## config.mk

```make
export PLATFORM = sky130hd
export DESIGN_NAME = shgb_out_fifo
export DESIGN_NICKNAME = d
export VERILOG_FILES = /design/src/rtl/core/shgb_pkg.sv /design/src/rtl/core/shgb_out_fifo.sv
export SDC_FILE = /design/constraint.sdc
export NUM_CORES = 1
export LEC_CHECK = 0
export ABC_CLOCK_PERIOD_IN_PS = 4200
export BUFFER_PORTS_ARGS = -buffer_cell sky130_fd_sc_hd__buf_2
export CAP_MARGIN = 20
export CORE_MARGIN = 4
export CORE_UTILIZATION = 57
export DETAILED_ROUTE_END_ITERATION = 7
export HOLD_SLACK_MARGIN = 0.15
export PLACE_DENSITY = 0.82
export SETUP_SLACK_MARGIN = 0.5
export SYNTH_ARGS = -nofsm -noshare
export SYNTH_HDL_FRONTEND = slang
export SYNTH_SLANG_ARGS = --single-unit
```

## constraint.sdc

```tcl
create_clock -name clk -period 4.2 [get_ports clk]
set_clock_uncertainty 0.2 [all_clocks]
set_input_delay 0.84 -clock clk [delete_from_list [all_inputs] [get_ports clk]]
set_output_delay 0.84 -clock clk [all_outputs]
set_load 0.005 [all_outputs]
```

## src/rtl/core/shgb_pkg.sv

```systemverilog
// shared types and codes for the structural hashing gate builder
package shgb_pkg;

	typedef enum logic [2:0] {
		OP_NOT = 3'd0,
		OP_AND = 3'd1,
		OP_OR  = 3'd2,
		OP_XOR = 3'd3,
		OP_MUX = 3'd4
	} op_t;

	typedef enum logic [1:0] {
		RK_GATE   = 2'd0,
		RK_RESULT = 2'd1,
		RK_ERROR  = 2'd2
	} rec_kind_t;

	typedef enum logic [1:0] {
		ERR_NONE    = 2'd0,
		ERR_UNKNOWN = 2'd1,
		ERR_FULL    = 2'd2,
		ERR_IDS     = 2'd3
	} err_t;

	localparam int FIELD_BITS = 14;

	// one output record, field order as on the master side
	typedef struct packed {
		logic                  last_record;
		logic [1:0]            error_code;
		logic [FIELD_BITS-1:0] result_signal;
		logic [FIELD_BITS-1:0] gate_input_three;
		logic [FIELD_BITS-1:0] gate_input_two;
		logic [FIELD_BITS-1:0] gate_input_one;
		logic [FIELD_BITS-1:0] gate_output;
		logic [2:0]            gate_kind;
		logic [1:0]            record_kind;
	} rec_t;

	typedef enum logic [4:0] {
		ST_IDLE,
		ST_CLEAR,
		ST_NOT_RD,
		ST_NOT_WAIT,
		ST_NOT_DEC,
		ST_NOT_WR2,
		ST_CMP_RD,
		ST_CMP_WAIT,
		ST_BIN_DEC,
		ST_MUX_DEC,
		ST_SCAN_RD,
		ST_SCAN_CHK,
		ST_INSERT,
		ST_EMIT_WAIT
	} state_t;

endpackage

```

## src/rtl/core/shgb_out_fifo.sv

```systemverilog
// record queue between the builder and the master port
module shgb_out_fifo
	import shgb_pkg::*;
(
	input  logic clk,
	input  logic arst_n,
	input  logic push,
	input  rec_t push_rec,
	output logic has_room,
	output logic out_valid,
	input  logic out_ready,
	output rec_t out_rec
);
	rec_t       mem_q [4];
	logic [1:0] wp_q, rp_q;
	logic [2:0] cnt_q;
	logic       pop;

	assign pop       = out_valid && out_ready;
	assign out_valid = cnt_q != 3'd0;
	assign out_rec   = mem_q[rp_q];
	assign has_room  = cnt_q == 3'd0;

	// storage
	always_ff @(posedge clk) begin
		if (push) mem_q[wp_q] <= push_rec;
	end

	// pointers and fill
	always_ff @(posedge clk or negedge arst_n) begin
		if (!arst_n) begin
			wp_q <= '0; rp_q <= '0; cnt_q <= '0;
		end else begin
			if (push) wp_q <= wp_q + 2'd1;
			if (pop) rp_q <= rp_q + 2'd1;
			cnt_q <= cnt_q + {2'b0, push} - {2'b0, pop};
		end
	end

	a_no_overflow: assert property (@(posedge clk) disable iff (!arst_n)
		!(push && cnt_q == 3'd4 && !pop)) else $error("record queue overflow");
	a_no_underflow: assert property (@(posedge clk) disable iff (!arst_n)
		cnt_q <= 3'd4) else $error("record queue count out of range");
	a_pop_valid: assert property (@(posedge clk) disable iff (!arst_n)
		pop |-> cnt_q != 3'd0) else $error("pop from empty queue");
endmodule

```

* Word level (Yosys, flattened, before mapping)
Memory sizes are Yosys's and may differ from the RTL's.
Cells that the tools add are included.
** Cells by class
- $add $sub $neg :: 4
- Multiplexer cells :: 2
- Reduce and logical (&&, ||, !) cells :: 3
** Operators by type and width (number)
- 2-bit by 1-bit adder with 2-bit output (second input constant) :: 2
- 3-bit by 1-bit adder with 3-bit output :: 1
- 3-bit logical NOT :: 1
- 3-bit nonzero test :: 1
- 3-bit by 1-bit subtractor with 3-bit output :: 1
- 1-bit two-way mux :: 2
- 1-bit logical AND :: 1
** Word-level totals
- Bits in registers :: 7
- Memories kept :: 1
- Output and inout bits :: 80
- Bits in writable memories :: 312
- Logic and storage cells :: 13
- Input port bits :: 82
** Memories
- mem_q :: words 4, bits a word 78, read ports 1, clocked after Yosys merged registers in 0, wr ports 1, RTL line shgb_out_fifo.sv:14 : rec_t mem_q [4];

* Logic depth before layout (Yosys ltp)
- Depth after elaboration :: 3
- Depth in mapped cells :: 9
- Gate-level depth less buffers :: 9

* Worst setup path after synthesis
Ideal clock, no wire load.
- Path type :: input-to-reg
- Start point :: input push
- End point :: memory mem_q[0][0] (netlist name), enable pin
- Setup time :: 0.445 ns
- Path buffers :: 0
- Slack :: 0.897 ns
- Required time :: 3.555 ns
- Arrival time :: 2.659 ns
- Stages :: 1
- Path through :: and2_1
** Between the ends
- Cells in the longest elaborated chain, start to end :: 2
** Ends and longest elaborated chain
- start: declaration :: RTL line shgb_out_fifo.sv:7 : input logic push,
- 1-bit two-way mux :: RTL line shgb_out_fifo.sv:26 : if (push) mem_q[wp_q] <= push_rec;
- 1-bit two-way mux (implied by the code) :: RTL line shgb_out_fifo.sv:26
- end: declaration :: RTL line shgb_out_fifo.sv:14
Every way passes these cells.

==> summary.md <==
Data arrives at the worst endpoint at 2.38 ns. The power per standard cell area was 684.3 mW/mm2; the width of the chip was 151.5 um. Area of the die: 0.02297 mm2. Timing would allow up to 292.5 MHz. The average routed wire per standard cell was 22.98 um.

Setup violations remaining at the end of the flow were counted as 0. Counting every sink on the clock net gives 319. After the last flow step, the layout net total stands at 717. In the final layout, the share of cells above drive strength 1 is 45.20%. Summed over all layers, the routed wires come to 21.08 mm.

The initial antenna violation count came out at 4. Entering global routing, the biggest net connects 54 pins. The clock transition time at the flip-flop clock pins of the worst setup and hold paths was 0.06 ns. The logs give 162 for the count of pins on the block boundary and 32.07 mm for the global-route wire length before repair. Endpoint of the worst hold-timing path: mem_q[2][70]. The number of slew-limit violations in the final report is 0, and the final hold violation count is 0.

For this design the static power due to leakage is 4.719 nW. The cell accounting for the most synthesized area was sky130_fd_sc_hd__edfxtp_1. Yosys printed 0 warnings. Number of global-route vias before repair: 5,636. For this run, design rule violations remaining after detail routing come to 0. In this run the mean area of a mapped cell was 26.45 um2. The number of CTS-inserted buffers came out at 30. The worst setup slack for register-to-register paths is 1.74 ns, and the post-DP HPWL is 12.71 mm. The flow ran to the end, and the final reports show no timing, DRC or antenna violations.

After layout, the minimum clock period comes to 3.419 ns. The startpoint identified for the worst register-to-register timing path is cnt_q[1]. The tree is rooted in a sky130_fd_sc_hd__clkbuf_16.

The H-tree depth was 1. The run gives 0.4241 mV as the peak ir drop on the vdd network. The congestion estimate from routability-driven global placement came to 0.7649. Post-CTS timing repair inserted 0 buffers for setup. Synthesis instantiated 18 different standard cells from the library. The element type at the critical path end is an output port.

In this run the tightest slew margin relative to its limit is 44.17%. The reg-to-reg endpoint is cnt_q[2]. The run gives 25.52% as the met1 routing resource usage after global routing.

The global-route track usage on met3 was 5.057%; the critical path required time was 3.16 ns. The slew at the pin closest to its max-slew limit was 0.8374 ns. The global-route layer with the greatest usage was met2. The region available for standard cell placement spans 0.02023 mm2. In this run the vertical extent of the chip is 151.5 um. The setup TNS is 0 ns.

TritonCTS built the clock tree. The hold buffer count at CTS was 1; the row count was 52. Global routing consumed, over all layers together, 18.52% of the routing resources.

The tool flagged a number of max-cap violations equal to 0. The logs give 444 for the synthesized netlist cell count and 81.26% for the fraction of the yosys area taken by sequential cells. Setup repair after global routing left no endpoint under its margin. Ranked by total cell area, the synthesized netlist is headed by sky130_fd_sc_hd__edfxtp_1 (80%), sky130_fd_sc_hd__mux4_2 (15%), sky130_fd_sc_hd__dfrtp_1 (1.5%). After the first detailed-routing iteration, the DRC count stood at 296. The met2 routing resource usage after global routing was 30.36%; the number of nets with antenna violations after routing was 0. The count of buffers added on input and output ports is 161. The tools report the mapped cell area as 0.01175 mm2.

The worst hold path begins at push_rec[70]. The depth of the worst register-to-register path is 9, and the post-detailed-route via-to-cell ratio is 5.696. Of all nets on the critical path, the largest fanout is 26.

For the initial standard-cell utilization of the core, the log shows 58.04%. The buffer levels on the longest clock path came out at 3. The path category of the worst min-delay check is input pin to flip-flop. The number of nets in the synthesized netlist is 533.

The cell depth of the worst hold path is 1, and the flip-flop and latch count after synthesis is 319. The post-cts sizing count was 0; the total overflow reported by the global router was 0. For the setup slack at placement, the log shows 1.311 ns. The first detailed-routing pass ran for 4 iterations. The tools report the total number of vias as 5,223.

The start-to-end type of the worst setup path was flip-flop to output port. The worst path setup slack after routing was 0.7812 ns. In this run the biggest area consumer among cell types represents 79.77% of the synthesized area. The synthesis-to-finish area growth was 16.95%; the share of the clock period used by the worst path was 81.40%.

At the later pin of the worst-skew pair, clock insertion delay measures 0.54 ns. STA classifies the critical path startpoint as a flip-flop.
[cell type report]
type	instances	area (um2)
Antenna cell	1	2.502
Clock buffer	38	802.0
Inverter	8	30.03
Fill cell	1234	6499
Tap cell	270	337.8
Timing Repair Buffer	170	938.4
Multi-Input combinational cell	99	1962
Clock inverter	12	111.4
Sequential cell	319	9552
[cell families (layout without fill, tap and decap cells)]
kind of cell / after synthesis / count (layout) / share of synthesized area [%]
flip-flops: 319 / 319 / 81.26
other: 0 / 1 / 0
AO/OA/AOI/OAI: 3 / 3 / 0.1811
multiplexers: 78 / 78 / 14.96
buffers and inverters: 26 / 228 / 2.120
adder cells (fa/ha/maj): 7 / 7 / 0.8096
XOR/XNOR: 5 / 5 / 0.3728
AND/OR/NAND/NOR: 6 / 6 / 0.2983
[routing by layer]
metal,vias up,routed length [um]
li1,2272,-
met1,2713,8364
met2,192,10620
met3,40,1696
met4,6,354
met5,-,40
[sequential cells by signal, summed over array words and instances, names as in the netlist]
name,cells
mem_q,312
cnt_q,3
rp_q,2
wp_q,2
[per-stage QoR]
step / cells / cell area, um2 / hold WS, ns / util (%) / power (mW)
final: 917 / 13740 / 0.3103 / 67.88 / 9.400
after global routing: 917 / 13740 / 0.2956 / 67.88 / 9.867
after CTS: 916 / 13730 / 0.2841 / 67.87 / 9.549
after detailed placement: 865 / 12810 / 0.3256 / 63.31 / 7.002
after global placement: 865 / 12810 / 0.3050 / 63.31 / 6.909
after floorplan: 444 / 11750 / 0.2914 / - / 6.139
[where the power goes]
| group | internal, mW | total (mW) | switching, mW |
|---|---|---|---|
| logic | 1.26 | 2.46 | 1.19 |
| clock network | 1.46 | 2.51 | 1.05 |
| registers | 4.17 | 4.43 | 0.262 |
[worst max-delay path, stage by stage, from the launching register on]
cell and delay, ns:
sky130_fd_sc_hd__dfrtp_4 0.56, sky130_fd_sc_hd__buf_4 0.50, sky130_fd_sc_hd__mux4_2 0.61, sky130_fd_sc_hd__buf_2 0.15
[worst max path at each step]
stage                        to  cells after the start    start  slack [ns]
floorplan           mem_q[0][0]                      1     push        0.90
CTS                 out_rec[24]                      3  rp_q[0]        0.70
global placement    out_rec[22]                      3  rp_q[0]        1.36
finish              out_rec[24]                      3  rp_q[0]        0.78
global route        out_rec[24]                      3  rp_q[0]        0.62
detailed placement  out_rec[37]                      3  rp_q[0]        1.31
[Yosys cell counts]
library cell and number:
sky130_fd_sc_hd__edfxtp_1 312, sky130_fd_sc_hd__mux4_2 78, sky130_fd_sc_hd__buf_12 8, sky130_fd_sc_hd__buf_2 8, sky130_fd_sc_hd__inv_1 8, sky130_fd_sc_hd__dfrtp_1 7, sky130_fd_sc_hd__ha_1 6, sky130_fd_sc_hd__and2_1 4
sky130_fd_sc_hd__xnor2_1 4, sky130_fd_sc_hd__buf_4 1, sky130_fd_sc_hd__buf_6 1, sky130_fd_sc_hd__fa_1 1, sky130_fd_sc_hd__nand2_1 1, sky130_fd_sc_hd__o21ai_0 1, sky130_fd_sc_hd__o311ai_0 1, sky130_fd_sc_hd__o31ai_1 1
sky130_fd_sc_hd__or3_1 1, sky130_fd_sc_hd__xor2_1 1
[layout by cell type, fill, tap and decap left out, drive strengths merged]
master / count
o21ai: 1
fa: 1
dlygate4sd3: 1
clkbuf: 38
and2: 4
mux4: 78
o311ai: 1
ha: 6
or3: 1
xor2: 1
dfrtp: 7
inv: 8
bufinv: 2
nand2: 1
o31ai: 1
diode: 1
xnor2: 4
clkinvlp: 1
clkinv: 9
edfxtp: 312
buf: 169
Power figures use the tool's default switching activity.
